==> src/design/crpb_pkg.sv <==
`timescale 1ns / 1ps
// Package for the cylindrical radial pressure binning unit.
// Holds the sizing constants, codes, state type, control struct and bin struct used by all modules.
package crpb_pkg;

    // Grid limits.
    localparam int MAX_GRID_XY = 64;
    localparam int MAX_LAYERS  = 64;

    // Field widths.
    localparam int CFG_W   = 7;
    localparam int COORD_W = 6;
    localparam int PRESS_W = 32;
    localparam int SUM_W   = 48;
    localparam int CNT_W   = 13;
    localparam int OUT_W   = PRESS_W;

    localparam int GRID_RESET = 64;

    // Bin store sizing.
    localparam int NBINS = MAX_LAYERS * MAX_GRID_XY;
    localparam int IDX_W = (NBINS > 1) ? $clog2(NBINS) : 1;

    // Geometry widths.
    localparam int SZ_W   = $clog2(MAX_GRID_XY + 1);
    localparam int EFF_W  = (CFG_W > SZ_W) ? CFG_W : SZ_W;
    localparam int CMP_W  = (COORD_W > SZ_W) ? COORD_W : SZ_W;
    localparam int DIFF_W = CMP_W + 1;
    localparam int R2_W   = 2 * CMP_W + 1;
    localparam int SQ_W   = ((R2_W + 3) / 2) * 2;
    localparam int ROOT_W = SQ_W / 2;

    // Divider widths.
    localparam int NUM_W = SUM_W + 2;
    localparam int DEN_W = CNT_W + 1;

    // Request codes.
    localparam logic REQ_ACCUM = 1'b0;
    localparam logic REQ_READ  = 1'b1;

    // Configuration register indexes.
    localparam logic CFG_IDX_GRID_X = 1'b0;
    localparam logic CFG_IDX_GRID_Y = 1'b1;

    typedef enum logic [3:0] {
        ST_CLEAR,
        ST_IDLE,
        ST_PREP,
        ST_CHECK,
        ST_SQRT,
        ST_RD,
        ST_UPD,
        ST_NUM,
        ST_DIV,
        ST_DONE
    } t_state;

    typedef struct packed {
        logic accept;
        logic sqrt_start;
        logic div_start;
        logic mem_re;
        logic mem_we;
        logic out_load;
    } t_ctrl;

    typedef struct packed {
        logic [SUM_W-1:0] lateral;
        logic [SUM_W-1:0] normal;
        logic [CNT_W-1:0] count;
    } t_bin;

endpackage

==> src/design/crpb_isqrt.sv <==
`timescale 1ns / 1ps
// Iterative integer square root: one result bit per cycle.
// Depends on crpb_pkg for the operand and root widths.
module crpb_isqrt import crpb_pkg::*; (
    input  logic              i_clk,
    input  logic              i_rst_n,
    input  logic              i_start,
    input  logic [SQ_W-1:0]   i_value,
    output logic              o_done,
    output logic [ROOT_W-1:0] o_root
);

    logic            r_busy;
    logic            r_done;
    logic [SQ_W-1:0] r_rem;
    logic [SQ_W-1:0] r_res;
    logic [SQ_W-1:0] r_bit;
    logic [SQ_W-1:0] trial;
    logic            fits;

    assign trial = r_res + r_bit;
    assign fits  = (r_rem >= trial);

    always_ff @(posedge i_clk) begin
        if (!i_rst_n) begin
            r_busy <= 1'b0;
            r_done <= 1'b0;
        end else begin
            r_done <= 1'b0;
            if (i_start) begin
                r_busy <= 1'b1;
            end else if (r_busy && r_bit[0]) begin
                r_busy <= 1'b0;
                r_done <= 1'b1;
            end
        end
    end

    // Starting from the top even bit is safe: steps above the operand leave the root at zero.
    always_ff @(posedge i_clk) begin
        if (i_start) begin
            r_rem <= i_value;
            r_res <= '0;
            r_bit <= {2'b01, {(SQ_W-2){1'b0}}};
        end else if (r_busy) begin
            if (fits) begin
                r_rem <= r_rem - trial;
                r_res <= (r_res >> 1) + r_bit;
            end else begin
                r_res <= r_res >> 1;
            end
            r_bit <= r_bit >> 2;
        end
    end

    assign o_done = r_done;
    assign o_root = r_res[ROOT_W-1:0];

endmodule

==> config.mk <==
export PLATFORM = sky130hd
export DESIGN_NAME = crpb_isqrt
export DESIGN_NICKNAME = d
export VERILOG_FILES = /design/src/design/crpb_pkg.sv /design/src/design/crpb_isqrt.sv
export SDC_FILE = /design/constraint.sdc
export NUM_CORES = 1
export LEC_CHECK = 0
export BUFFER_PORTS_ARGS = -buffer_cell sky130_fd_sc_hd__buf_2
export CAP_MARGIN = 20
export CORE_AREA = 2 2 83 85
export CTS_CLUSTER_DIAMETER = 30
export CTS_CLUSTER_SIZE = 20
export DETAILED_ROUTE_END_ITERATION = 7
export DIE_AREA = 0 0 85 87
export PLACE_DENSITY = 0.78
export SLEW_MARGIN = 25
export SYNTH_ARGS = -nofsm -noshare
export SYNTH_HDL_FRONTEND = slang
export SYNTH_SLANG_ARGS = --single-unit
==> constraint.sdc <==
create_clock -name i_clk -period 7.4 [get_ports i_clk]
set_input_delay 1.48 -clock i_clk [delete_from_list [all_inputs] [get_ports i_clk]]
set_output_delay 1.48 -clock i_clk [all_outputs]
set_load 0.02 [all_outputs]
After elaboration in Yosys (flattened, before gate mapping):

Cells that the tools add are included.

* register bits: 47
* word-level logic and storage cells: 23

* $add $sub $neg: 3
* multiplexer cells: 7
* magnitude comparators: 1
* bitwise logic cells: 1
* reductions and logical operators: 6

Operators by type and width (count)
* 18-bit two-way mux: 4
* 17-bit by 17-bit adder with 18-bit output: 1
* 18-bit by 17-bit adder with 18-bit output: 1
* 18-bit >= comparator: 1
* 18-bit subtractor: 1
* 2-bit nonzero test: 3
* 1-bit two-way mux: 3
* 2-bit AND reduction: 1
* 2-bit OR reduction: 1
* 1-bit logical AND: 1
* 1-bit NOT: 1

Longest topological paths before layout:

* word-level depth: 5
* depth in mapped cells: 16

Least setup slack after synthesis:

Ideal clock, no wire load.

* path type: flip-flop to flip-flop
* start: register r_res[4]
* end: register r_rem[0] (enable)
* stages on the path, launching flop included: 17
* period minus slack after synthesis: 4.037 ns
* required time: 7.021 ns
* path slack: 3.363 ns
* setup time: 0.379 ns
* arrival: 3.658 ns
* cells stage by stage: dfxtp_1 > ha_1 > a21o_1 > a31oi_1 > o31ai_1 > a31oi_1 > o21bai_1 > a31oi_1 > xor2_1 > ha_1 > nand2_1 > nor2_1 > a2111oi_4 > buf_2 > inv_1 > nand2_1 > nand2_1

* cells in the longest elaborated chain, start to end: 4

Ends and longest elaborated chain
* start: declaration: RTL line crpb_isqrt.sv:16 `logic [SQ_W-1:0] r_res;`
* start signal: assignment: RTL line crpb_isqrt.sv:48 `r_res <= (r_res >> 1) + r_bit;`
* start signal: assignment: RTL line crpb_isqrt.sv:50 `r_res <= r_res >> 1;`
* 18-bit by 17-bit adder with 18-bit output: RTL line crpb_isqrt.sv:21 `assign trial = r_res + r_bit;`
* 18-bit >= comparator: RTL line crpb_isqrt.sv:22 `assign fits = (r_rem >= trial);`
* 2-bit nonzero test (no line)
* 2-bit AND reduction (no line)
* end signal: assignment: RTL line crpb_isqrt.sv:42 `r_rem <= i_value;`
* end signal: assignment: RTL line crpb_isqrt.sv:47 `r_rem <= r_rem - trial;`
* end: declaration: RTL line crpb_isqrt.sv:15 `logic [SQ_W-1:0] r_rem;`

Every way passes these cells.
A chain may end at the register's enable or synchronous reset.

Final worst setup path:

* start: register r_res[4]
* end: register r_rem[2] (enable)

Same word-level chain as after synthesis.

==> qor.tcl <==
set qor(status) {finished clean}
set qor(finalSetupViolCount) 0
set qor(synth-edff-count) 18
set qor(drt-vias-per-instance) 5.96
set qor(hold-path-cell-count) 2
set qor(worst_skew_pair.late_latency_ns) 0.32
set qor(cts-buffers-inserted) 5
set qor(ir_drop_worst_vdd_mv) 0.157
set qor(tightest_hold_check_type) {register to register}
set qor(layout.cell_area.non_filler_sq_mm) 0.00403
set qor(path_buf_inv) 2
set qor(timing_worst_slew_pin_value_ns) 0.795
set qor(synthesis.area_sq_mm) 0.00379
set qor(critical_path.slowest_cell) {nand2_1}
set qor(timing.final.crit_period_ns) 4.54
set qor(timing.critical_path.required_ns) 7.28
set qor(fp-row-count) 30
set qor(post-cts-setup-buffer-count) 0
set qor(area_growth_syn_to_layout_pct) 6.51
set qor(ys_ff_latch) 47
set qor(clock_tree.root_cell) {clkbuf_8}
set qor(switching_share_pct) 42.9
set qor(cell_pwr_density_mw_per_mm2) 310
set qor(die_area_sq_mm) 0.00740
set qor(power.switching_uw) 537
set qor(clkTransAtPathRegs_ns) 0.10
set qor(clockPowerShare_pct) 16.2
set qor(die-height_um) 87
set qor(netlist-cell-type-count) 54
set qor(crit_family) {compound AO/OA/AOI/OAI gates}
set qor(syn_area_per_cell_sq_um) 8.71
set qor(rsz0062_at_grt) {false}
set qor(cp-start-kind) {register}
set qor(final-hold-violation-count) 0
set qor(totalPowerFinal_uw) 1250
set qor(final_cell_count_no_fill) 530
set qor(synthesis.nets) 495
set qor(max_clk_rate_mhz) 220
set qor(max_incr_delay_on_cp_ns) 0.46
set qor(firstDrtPassIters) 4
set qor(cp-end-kind) {register}
set qor(core-area_sq_mm) 0.00657
set qor(remaining_drc_errors) 0
set qor(dpl_cell_area_sq_mm) 0.00392
set qor(yosys_warnings) 0
set qor(finalCritPeriodShare_pct) 61.4
set qor(ant_nets) 0
set qor(grt_first_pass_wirelength_mm) 13.7
set qor(clock_tree_from_tritoncts) {built}
set qor(die_w_um) 85
set qor(crit_cells) 16
set qor(cts-resized-gates) 0
set qor(worstPathArrival_ns) 4.42
set qor(track_usage_pct) 22.9
set qor(seq_area_frac_synth_pct) 29.6
set qor(ys_dominant_reg_cell) {dfxtp_1}
set qor(fin_setup_tns_ns) 0
set qor(ratio_of_cells_with_drive_above_1_in_the_final_layout_pct) 11.6
set qor(share_comb_of_total_power_pct) 53.4
set qor(place.detailed.instances) 522
set qor(worst_r2r_path_depth) 16
set qor(maxSlewHeadroom_pct) 46.9
set qor(global_route.overflow_total) 0
set qor(netlist_instances) 435
set qor(cap_violations) 0
set qor(grt_pass1_vias) 3004
set qor(drt_first_iter_violations) 128
set qor(gp_congestion) 0.900
set qor(internal_power_uw) 714
set qor(routed_wirelength_mm) 8.29
set qor(synthArstFlopShare_pct) 0
set qor(port_buffers) 30
set qor(vias) 3160
set qor(cts.path.max_buffers) 2
set qor(power.leakage_uw) 0.00163
set qor(floorplan.initialDensity_pct) 57.7
set qor(hpwlAfterDp_mm) 5.97
set qor(holdBufCountCts) 0
set qor(wl_per_cell_um) 15.6
set qor(cp_cell_sequence) {ha_1, a21o_1, a31oi_1, o31ai_1, a31oi_1, o21bai_1, a31oi_1, xor2_1, ha_1, nand2_1, nor2_1, a2111oi_4, buf_4, inv_1, nand2_1, nand2_1}
set qor(ioPinCount) 31
set qor(num_antenna_cells) 0
set qor(antenna_found_initial) 0
set qor(finalNetCount) 509
set qor(power.share.sequential_pct) 30.4
set qor(finalMaxSlewViolations) 0
set qor(grt_max_degree) 54
set qor(cts_htree_levels) 2
set qor(path_max_fanout) 26
set qor(setup.worst_path.class) {register to register}
set qor(cts_num_sinks) 47
set qor(skew_ns) 0.0105
-- worst paths after layout --
check | start | to | slack [ns]
setup / recovery | r_res[4] | r_rem[2] | 2.86
hold / removal | r_bit[16] | r_bit[16] | 0.50
setup reg to reg | r_res[4] | r_rem[2] | 2.86
hold reg to reg | r_bit[16] | r_bit[16] | 0.50
-- worst min-delay path: cells and delay by family (launching register included) --
kind                   cells  cell delay, ns
buffers and inverters      1            0.05
AO/OA/AOI/OAI              1            0.06
flip-flops                 1            0.35
-- synthesized netlist by cell type, drive strengths merged, types with 12 or more instances --
| master | n | area share [%] |
|---|---|---|
| xnor2 | 23 | 5.3 |
| dfxtp | 29 | 15 |
| nand3 | 12 | 1.6 |
| a31oi | 12 | 2.1 |
| xor2 | 20 | 4.6 |
| nand2 | 44 | 4.4 |
| buf | 13 | 2.4 |
| edfxtp | 18 | 14 |
| clkbuf | 13 | 1.3 |
| nor2 | 42 | 4.4 |
| ha | 38 | 13 |
| a21oi | 23 | 3.1 |
| o21ai | 26 | 3.4 |
| a211oi | 13 | 2.6 |
-- routing by layer --
layer	part of all wire, %	GRT usage (%)	vias to the layer above
met5	0	0	-
met4	2.0	8.23	0
met3	3.5	3.32	15
met2	49	40.5	70
met1	45	28.3	1468
li1	-	-	1607
-- power by group through the flow --
stage                     clock network (uW)  registers (uW)  logic, uW
after CTS                                205             380        664
final                                    203             380        668
after global placement                     0             384        636
after detailed placement                   0             386        652
after global routing                     212             385        741
after floorplan                            0             371        546
-- final cells by class --
cell class                 instances  area, sq um
clock buffer                       5         68.8
clock inverter                     3         47.5
fill                             571         2530
inverter                          11         41.3
multi-input combinational        351         2480
sequential                        47         1120
tap                               80          100
timing repair buffer              33          173
-- cells by family (layout without fill, tap and decap cells) --
family | Yosys count | count (layout) | synth area share, %
compound gates | 118 | 118 | 22.0
xor+xnor | 43 | 43 | 9.94
fa+ha+maj | 39 | 39 | 13.1
buf+inv | 37 | 52 | 4.86
flops | 47 | 47 | 29.6
mux | 13 | 13 | 3.50
simple gates | 138 | 138 | 17.0
-- placed cells by master, fill, tap and decap left out, types with 7 or more instances in the layout --
| cell | count |
|---|---|
| a211oi_1 | 13 |
| a21o_1 | 9 |
| a21oi_1 | 22 |
| a31oi_1 | 11 |
| buf_2 | 30 |
| dfxtp_1 | 29 |
| edfxtp_1 | 18 |
| ha_1 | 38 |
| inv_1 | 11 |
| mux2i_1 | 11 |
| nand2_1 | 44 |
| nand3_1 | 12 |
| nand4_1 | 7 |
| nor2_1 | 41 |
| nor2b_1 | 11 |
| o21ai_0 | 26 |
| o311ai_0 | 7 |
| xnor2_1 | 23 |
| xor2_1 | 20 |
-- state kept, by name (all words and copies together), names as in the netlist --
register,flops
r_busy,1
r_rem,18
r_bit,9
r_res,18
o_done,1
-- stage by stage --
stage	setup slack, ns	utilization, %	hold slack (ns)
5_1_grt	2.40	61.4	0.560
2_1_floorplan	3.36	-	0.463
6_report	2.86	61.4	0.501
4_1_cts	2.84	61.4	0.505
3_3_place_gp	2.98	59.6	0.482
3_5_place_dp	2.89	59.6	0.488
No activity file was read; power rests on OpenSTA's default activity.
