[src/design/crpb_pkg.sv]
`timescale 1ns / 1ps
// Package for the cylindrical radial pressure binning unit.
// Holds the sizing constants, codes, state type, control struct and bin struct used by all modules.
package crpb_pkg;

    // Grid limits.
    localparam int MAX_GRID_XY = 64;
    localparam int MAX_LAYERS  = 64;

    // Field widths.
    localparam int CFG_W   = 7;
    localparam int COORD_W = 6;
    localparam int PRESS_W = 32;
    localparam int SUM_W   = 48;
    localparam int CNT_W   = 13;
    localparam int OUT_W   = PRESS_W;

    localparam int GRID_RESET = 64;

    // Bin store sizing.
    localparam int NBINS = MAX_LAYERS * MAX_GRID_XY;
    localparam int IDX_W = (NBINS > 1) ? $clog2(NBINS) : 1;

    // Geometry widths.
    localparam int SZ_W   = $clog2(MAX_GRID_XY + 1);
    localparam int EFF_W  = (CFG_W > SZ_W) ? CFG_W : SZ_W;
    localparam int CMP_W  = (COORD_W > SZ_W) ? COORD_W : SZ_W;
    localparam int DIFF_W = CMP_W + 1;
    localparam int R2_W   = 2 * CMP_W + 1;
    localparam int SQ_W   = ((R2_W + 3) / 2) * 2;
    localparam int ROOT_W = SQ_W / 2;

    // Divider widths.
    localparam int NUM_W = SUM_W + 2;
    localparam int DEN_W = CNT_W + 1;

    // Request codes.
    localparam logic REQ_ACCUM = 1'b0;
    localparam logic REQ_READ  = 1'b1;

    // Configuration register indexes.
    localparam logic CFG_IDX_GRID_X = 1'b0;
    localparam logic CFG_IDX_GRID_Y = 1'b1;

    typedef enum logic [3:0] {
        ST_CLEAR,
        ST_IDLE,
        ST_PREP,
        ST_CHECK,
        ST_SQRT,
        ST_RD,
        ST_UPD,
        ST_NUM,
        ST_DIV,
        ST_DONE
    } t_state;

    typedef struct packed {
        logic accept;
        logic sqrt_start;
        logic div_start;
        logic mem_re;
        logic mem_we;
        logic out_load;
    } t_ctrl;

    typedef struct packed {
        logic [SUM_W-1:0] lateral;
        logic [SUM_W-1:0] normal;
        logic [CNT_W-1:0] count;
    } t_bin;

endpackage

[src/design/crpb_div.sv]
`timescale 1ns / 1ps
// Iterative signed divider, restoring, one quotient bit per cycle.
// Truncates toward zero and saturates to the output width; depends on crpb_pkg.
module crpb_div import crpb_pkg::*; (
    input  logic                    i_clk,
    input  logic                    i_rst_n,
    input  logic                    i_start,
    input  logic signed [NUM_W-1:0] i_num,
    input  logic [DEN_W-1:0]        i_den,
    output logic                    o_done,
    output logic signed [OUT_W-1:0] o_quot
);

    localparam int STEP_W = $clog2(NUM_W + 1);
    localparam logic [NUM_W-1:0] POS_LIM = {{(NUM_W-OUT_W+1){1'b0}}, {(OUT_W-1){1'b1}}};
    localparam logic [NUM_W-1:0] NEG_LIM = {{(NUM_W-OUT_W){1'b0}}, 1'b1, {(OUT_W-1){1'b0}}};
    localparam logic [OUT_W-1:0] Q_MAX   = {1'b0, {(OUT_W-1){1'b1}}};
    localparam logic [OUT_W-1:0] Q_MIN   = {1'b1, {(OUT_W-1){1'b0}}};

    logic              r_abs;
    logic              r_busy;
    logic              r_sat;
    logic              r_done;
    logic              r_neg;
    logic [NUM_W-1:0]  r_quo;
    logic [DEN_W-1:0]  r_rem;
    logic [DEN_W-1:0]  r_den;
    logic [STEP_W-1:0] r_step;
    logic [OUT_W-1:0]  r_quot;

    logic [DEN_W:0]    trial;
    logic [DEN_W:0]    diff;
    logic              fits;
    logic [OUT_W-1:0]  sat_q;

    assign trial = {r_rem, r_quo[NUM_W-1]};
    assign diff  = trial - {1'b0, r_den};
    assign fits  = (trial >= {1'b0, r_den});

    always_comb begin
        if (!r_neg) begin
            sat_q = (r_quo > POS_LIM) ? Q_MAX : r_quo[OUT_W-1:0];
        end else begin
            sat_q = (r_quo > NEG_LIM) ? Q_MIN : (~r_quo[OUT_W-1:0] + 1'b1);
        end
    end

    always_ff @(posedge i_clk) begin
        if (!i_rst_n) begin
            r_abs  <= 1'b0;
            r_busy <= 1'b0;
            r_sat  <= 1'b0;
            r_done <= 1'b0;
        end else begin
            r_done <= 1'b0;
            r_abs  <= i_start;
            if (r_abs) begin
                r_busy <= 1'b1;
            end else if (r_busy && (r_step == STEP_W'(1))) begin
                r_busy <= 1'b0;
                r_sat  <= 1'b1;
            end
            if (r_sat) begin
                r_sat  <= 1'b0;
                r_done <= 1'b1;
            end
        end
    end

    // The dividend register shifts out magnitude bits while quotient bits shift in.
    always_ff @(posedge i_clk) begin
        if (i_start) begin
            r_quo <= i_num;
            r_neg <= i_num[NUM_W-1];
            r_den <= i_den;
            r_rem <= '0;
        end else if (r_abs) begin
            r_quo  <= r_neg ? (~r_quo + 1'b1) : r_quo;
            r_step <= STEP_W'(NUM_W);
        end else if (r_busy) begin
            r_rem  <= fits ? diff[DEN_W-1:0] : trial[DEN_W-1:0];
            r_quo  <= {r_quo[NUM_W-2:0], fits};
            r_step <= r_step - 1'b1;
        end
        if (r_sat) begin
            r_quot <= sat_q;
        end
    end

    assign o_done = r_done;
    assign o_quot = r_quot;

endmodule

[config.mk]
export PLATFORM = sky130hd
export DESIGN_NAME = crpb_div
export DESIGN_NICKNAME = d
export VERILOG_FILES = /design/src/design/crpb_pkg.sv /design/src/design/crpb_div.sv
export SDC_FILE = /design/constraint.sdc
export NUM_CORES = 1
export LEC_CHECK = 0
export BUFFER_PORTS_ARGS = -buffer_cell sky130_fd_sc_hd__buf_2
export CAP_MARGIN = 30
export CORE_MARGIN = 5
export CORE_UTILIZATION = 30
export CTS_BUF_LIST = sky130_fd_sc_hd__clkbuf_8
export DETAILED_ROUTE_END_ITERATION = 8
export GPL_TIMING_DRIVEN = 0
export PLACE_DENSITY = 0.59
export SYNTH_ARGS = -nofsm -noshare
export SYNTH_HDL_FRONTEND = slang
export SYNTH_SLANG_ARGS = --single-unit
[constraint.sdc]
create_clock -name i_clk -period 4.8 [get_ports i_clk]
set_input_delay 0.96 -clock i_clk [delete_from_list [all_inputs] [get_ports i_clk]]
set_output_delay 0.96 -clock i_clk [all_outputs]
set_load 0.02 [all_outputs]
### Yosys cells after proc, flatten, opt, wreduce, memory -nomap -nowiden

Index checks and enable logic that the tools add are counted.

* register bits: 121
* bits in latches: 0
* bits in writable memories: 0
* bits in read-only memories: 0
* input port bits: 67
* output and inout port bits: 33
* memories kept: 0

* add/sub/neg operators: 4
* multiply operators: 0
* div/mod/pow operators: 0
* magnitude comparators: 3
* equality and inequality tests: 2
* shifts and indexed selects: 0
* multiplexer cells: 13
* bitwise operators: 5
* reduce and logical (&&, ||, !) cells: 8

Operators by type and width (number)
* two-way mux 50 bit: 4
* two-way mux 32 bit: 3
* adder 50 x 1 -> 50 bit (second input constant): 1
* greater-than comparator 50 x 31 -> 1 bit (second input constant): 1
* greater-than comparator 50 x 32 -> 1 bit (second input constant): 1
* inverter 50 bit: 1
* adder 32 x 1 -> 32 bit (second input constant): 1
* inverter 32 bit: 1
* >= comparator 15 x 14 -> 1 bit: 1
* two-way mux 14 bit: 1
* subtractor 14 bit: 1
* equality test 6 x 1 -> 1 bit (second input constant): 1
* two-way mux 6 bit: 1
* AND reduction 2 bit: 3
* subtractor 6 x 1 -> 6 bit (second input constant): 1
* two-way mux 1 bit: 4
* nonzero test 2 bit: 2
* inequality test 3 x 2 -> 1 bit (second input constant): 1
* inverter 1 bit: 3
* nonzero test 3 bit: 1
* OR reduction 3 bit: 1
* logical AND 1 bit: 1

### Longest topological paths before layout

* depth in word-level cells: 5
* mapped depth: 12
* mapped depth without buffers: 10

### Worst setup path before layout

OpenSTA, ideal clock, no wires.

* path type: input port to flip-flop
* start: input port i_start
* end: register r_quo[10] (enable)
* setup time: 0.589 ns
* arrival time: 2.591 ns
* setup slack: 1.620 ns
* cell stages on the path: 5
* cells stage by stage: inv_1 > and2_1 > clkbuf_1 > clkbuf_1 > nand2_1

* longest elaborated chain between the ends: 2

Ends and longest elaborated chain
* start, declared: RTL line crpb_div.sv:7 `input logic i_start,`
* inequality test 3 x 2 -> 1 bit (no source line) / nonzero test 3 bit (equally long branches)
* AND reduction 2 bit (no source line) (*)
* end signal, assigned: RTL line crpb_div.sv:73 `r_quo <= i_num;`
* end signal, assigned: RTL line crpb_div.sv:78 `r_quo <= r_neg ? (~r_quo + 1'b1) : r_quo;`
* end signal, assigned: RTL line crpb_div.sv:82 `r_quo <= {r_quo[NUM_W-2:0], fits};`
* end, declared: RTL line crpb_div.sv:25 `logic [NUM_W-1:0] r_quo;`

Every way passes the cells marked *; elsewhere a longest branch is shown, timed or not.
A chain may end at the register's enable or synchronous reset.

### Final worst setup path

* start: register r_quo[10]
* end: register r_quot[29] (netlist: o_quot[29]) (data pin)

* longest elaborated chain between the ends: 4

Ends and longest elaborated chain
* inverter 32 bit: RTL line crpb_div.sv:44 `sat_q = (r_quo > NEG_LIM) ? Q_MIN : (~r_quo[OUT_W-1:0] + 1'b1);`
* adder 32 x 1 -> 32 bit: RTL line crpb_div.sv:44
* two-way mux 32 bit: RTL line crpb_div.sv:44
* two-way mux 32 bit (*): RTL line crpb_div.sv:41 `if (!r_neg) begin`
* via sat_q[29]: RTL line crpb_div.sv:34 `logic [OUT_W-1:0] sat_q;`
* end signal, assigned: RTL line crpb_div.sv:86 `r_quot <= sat_q;`
* end, declared: RTL line crpb_div.sv:29 `logic [OUT_W-1:0] r_quot;`

Mark *: on every way through the listed nets, which the timed path passes. The rest lies on a longest branch.

==> key figures <==
Die
  – # rows: 57
  – Ports: 100
  – Die Wd: 166 um
  – Initial Utilization: 0.303
  – Die ar.: between 20,000 and 30,000 um^2
  – Die Ht: between 150 and 200 um
  – Core ar.: approximately 24,000 um^2

Clock tree
  – Setup Buffers After CTS: 0
  – Clock tree from TritonCTS: done
  – Clock tree sinks: 121
  – H-tree levels: 4
  – CTS clock-pin slew for the worst setup and hold paths: roughly 0.080 ns
  – Clock Tree Buf Depth: 2
  – CTS Buf Count: 17
  – CTS hold repair buffers: 0
  – Clock Latency Late Sink: 0.46 ns
  – Root Buffer: clkbuf_8
  – PostCTS Resize Cnt: 0

Timing
  – Worst slew pin tran: approximately 1 ns
  – Final period utilization: 0.747
  – Final setup fails: 0
  – Fin. max-slew vios: 0
  – Fin worst setup slack: 1.21 ns
  – Clock skew: a little under 0.02 ns
  – Fmax: between 200 and 300 MHz
  – Slew HR: 0.314
  – Unrepaired setup endpoints after global routing: no
  – Final Hold Fails: 0
  – Period minus WS final: between 3 and 4 ns

Critical path
  – Worst path buffer plus inverter count: 2
  – Crit Path Class: flop to flop
  – Setup crit start kind: flop
  – Slowest stage delay, CP: 0.65 ns
  – CP delay by family, top: simple AND/OR/NAND/NOR gates
  – Reg-to-reg slack, setup: 1.21 ns
  – Crit-path most repeated cell: buf_6
  – Worst EP required: between 5 and 6 ns
  – Crit path from: r_quo[10]
  – Worst endpoint data arrival time: about 3.8 ns
  – CP Cell Sequence: or4_4 -> nor4_4 -> nand3_2 -> or2_4 -> a2111oi_4 -> nor2b_2 -> buf_6 -> buf_6 -> a211oi_1
  – CP Capture Type: flop
  – FF-to-FF Start: r_quo[10]
  – Crit-path max FO: 10
  – CP max stage cell: a2111oi_4

Synthesis
  – Mapped Cells: 750
  – EDFF count, synth: between 100 and 150
  – Leading area contributor after synthesis: edfxtp_1
  – Top cells by area, synth: edfxtp_1, o21ai_0, dfxtp_1
  – Mapped Avg Cell Area: 9.75 um^2
  – Top-count cell post-synth: edfxtp_1
  – Post-synth top area share: 0.423
  – Ys Warns: 0
  – Synth Cell Area: ~7300 um^2
  – Main synth FF type: edfxtp_1
  – Commonest cells in the netlist: edfxtp_1, nand2_1, o21ai_0
  – Asr flop ratio synth: 0
  – Post-Syn Nets: around 840
  – Synthesis-stage register bit count: 121
  – Sequential share of the synthesized area: 0.472
  – Netlist cell types: 63

Pwr
  – PwrDens: 312 nW/um^2
  – Total power: about 2.7 mW
  – Pleak: ~3.2 nW
  – Peak VDD IR: about 0.15 mV

Final layout
  – Antenna cells: 0
  – Util after Layout: 0.358
  – Final #Nets: between 900 and 1k
  – Share of cells above drive strength 1: 0.184
  – Fin cells: 1,206
  – Layout Area Growth over Synthesis: 18.4%

GRT
  – Largest net degree at the start of global routing: 38
  – Grt ovf: 0
  – Initial antenna violation count: 0
  – Number of global-route vias before repair: about 6.0k
  – First-pass GRT wire length: 33.5 mm
  – GRT Total Usage: 0.153

Route
  – WL final: 21.5 mm
  – Initial drt markers: 477
  – Drt wl/cell: 17.8 um
  – Routed vias/inst: 5.18
  – Router iterations before antenna repair: 5
  – Via count: 6,247
  – Post-route ant nets: 0
  – DR DRC count: 0

Status
  – Outcome: finished, final reports clean

Hold path
  – Hold Path Class: flop to flop
  – HP Start: r_rem[13]

Placed design
  – RePlAce Congestion: 0.851
  – Hpwl dp: ~15 mm
  – # placed instances: 1,174
  – Port bufs: 99
  – Place WS: roughly 1.1 ns

Run
  – Number of max-cap violations: 0
-- where the power goes --
part | switching, mW | internal, mW | total [mW]
Combinational | 0.239 | 0.162 | 0.400
Sequential | 0.0747 | 1.23 | 1.30
Clock | 0.444 | 0.557 | 1.00
-- worst reg2reg max path, delay by kind of cell (launching register included) --
family / cells / cell delay (ns)
DFF: 1 / 0.48
and+or+nand+nor: 5 / 1.59
AOI/OAI and AO/OA: 2 / 0.98
buffers and inverters: 2 / 0.31
-- final timing paths --
kind | end | cells past startpoint
max | o_quot[29] | 9
max reg2reg | o_quot[29] | 9
min | r_rem[13] | 2
min reg2reg | r_rem[13] | 2
-- per-layer routing --
layer / up-vias / share of wire / global-route usage
met2: 199 / 0.46 / 0.241
met3: 28 / 0.056 / 0.0298
met1: 2996 / 0.47 / 0.214
met5: - / 0 / 0
li1: 3024 / - / -
met4: 0 / 0.018 / 0.0434
-- cells by family (layout without fill, tap and decap cells) --
family | after synthesis | in the layout | synth area share
AND/OR/NAND/NOR | 273 | 273 | 0.187
AO/OA/AOI/OAI | 194 | 194 | 0.176
flip-flops | 121 | 121 | 0.472
buffers and inverters | 73 | 205 | 0.0429
XOR/XNOR | 44 | 44 | 0.0527
multiplexers | 27 | 27 | 0.0376
adder cells (fa/ha/maj) | 18 | 18 | 0.0318
-- final cells by class --
| cell class | instances | area, um^2 |
|---|---|---|
| Inverter | 28 | 105 |
| Sequential cell | 121 | 3450 |
| Buffer | 45 | 209 |
| Tap cell | 324 | 405 |
| Fill cell | 2519 | 15500 |
| Timing Repair Buffer | 100 | 515 |
| Clock inverter | 15 | 185 |
| Multi-Input combinational cell | 556 | 3550 |
| Clock buffer | 17 | 234 |
-- registers in the layout, summed over array words and instances (netlist names) --
register  flops
o_done        1
o_quot       32
r_abs         1
r_busy        1
r_den        14
r_neg         1
r_quo        50
r_rem        14
r_sat         1
r_step        6
-- metrics by stage --
step,area [um^2],setup TNS (ns),hold WS (ns)
6_report,8660,0,0.472
5_1_grt,8660,0,0.517
4_1_cts,8660,0,0.475
3_5_place_dp,8240,0,0.453
3_3_place_gp,8220,-6.70,0.443
2_1_floorplan,7310,0,0.426
-- layout by cell type, fill, tap and decap left out, drive strengths merged, types with 17 or more instances in the layout --
cell type / count
a211oi: 19
buf: 109
clkbuf: 53
dfxtp: 18
edfxtp: 103
ha: 17
inv: 30
mux2i: 23
nand2: 88
nand3: 17
nor2: 52
nor3: 33
o21ai: 76
xor2: 28
Power figures use the tool's default switching activity.
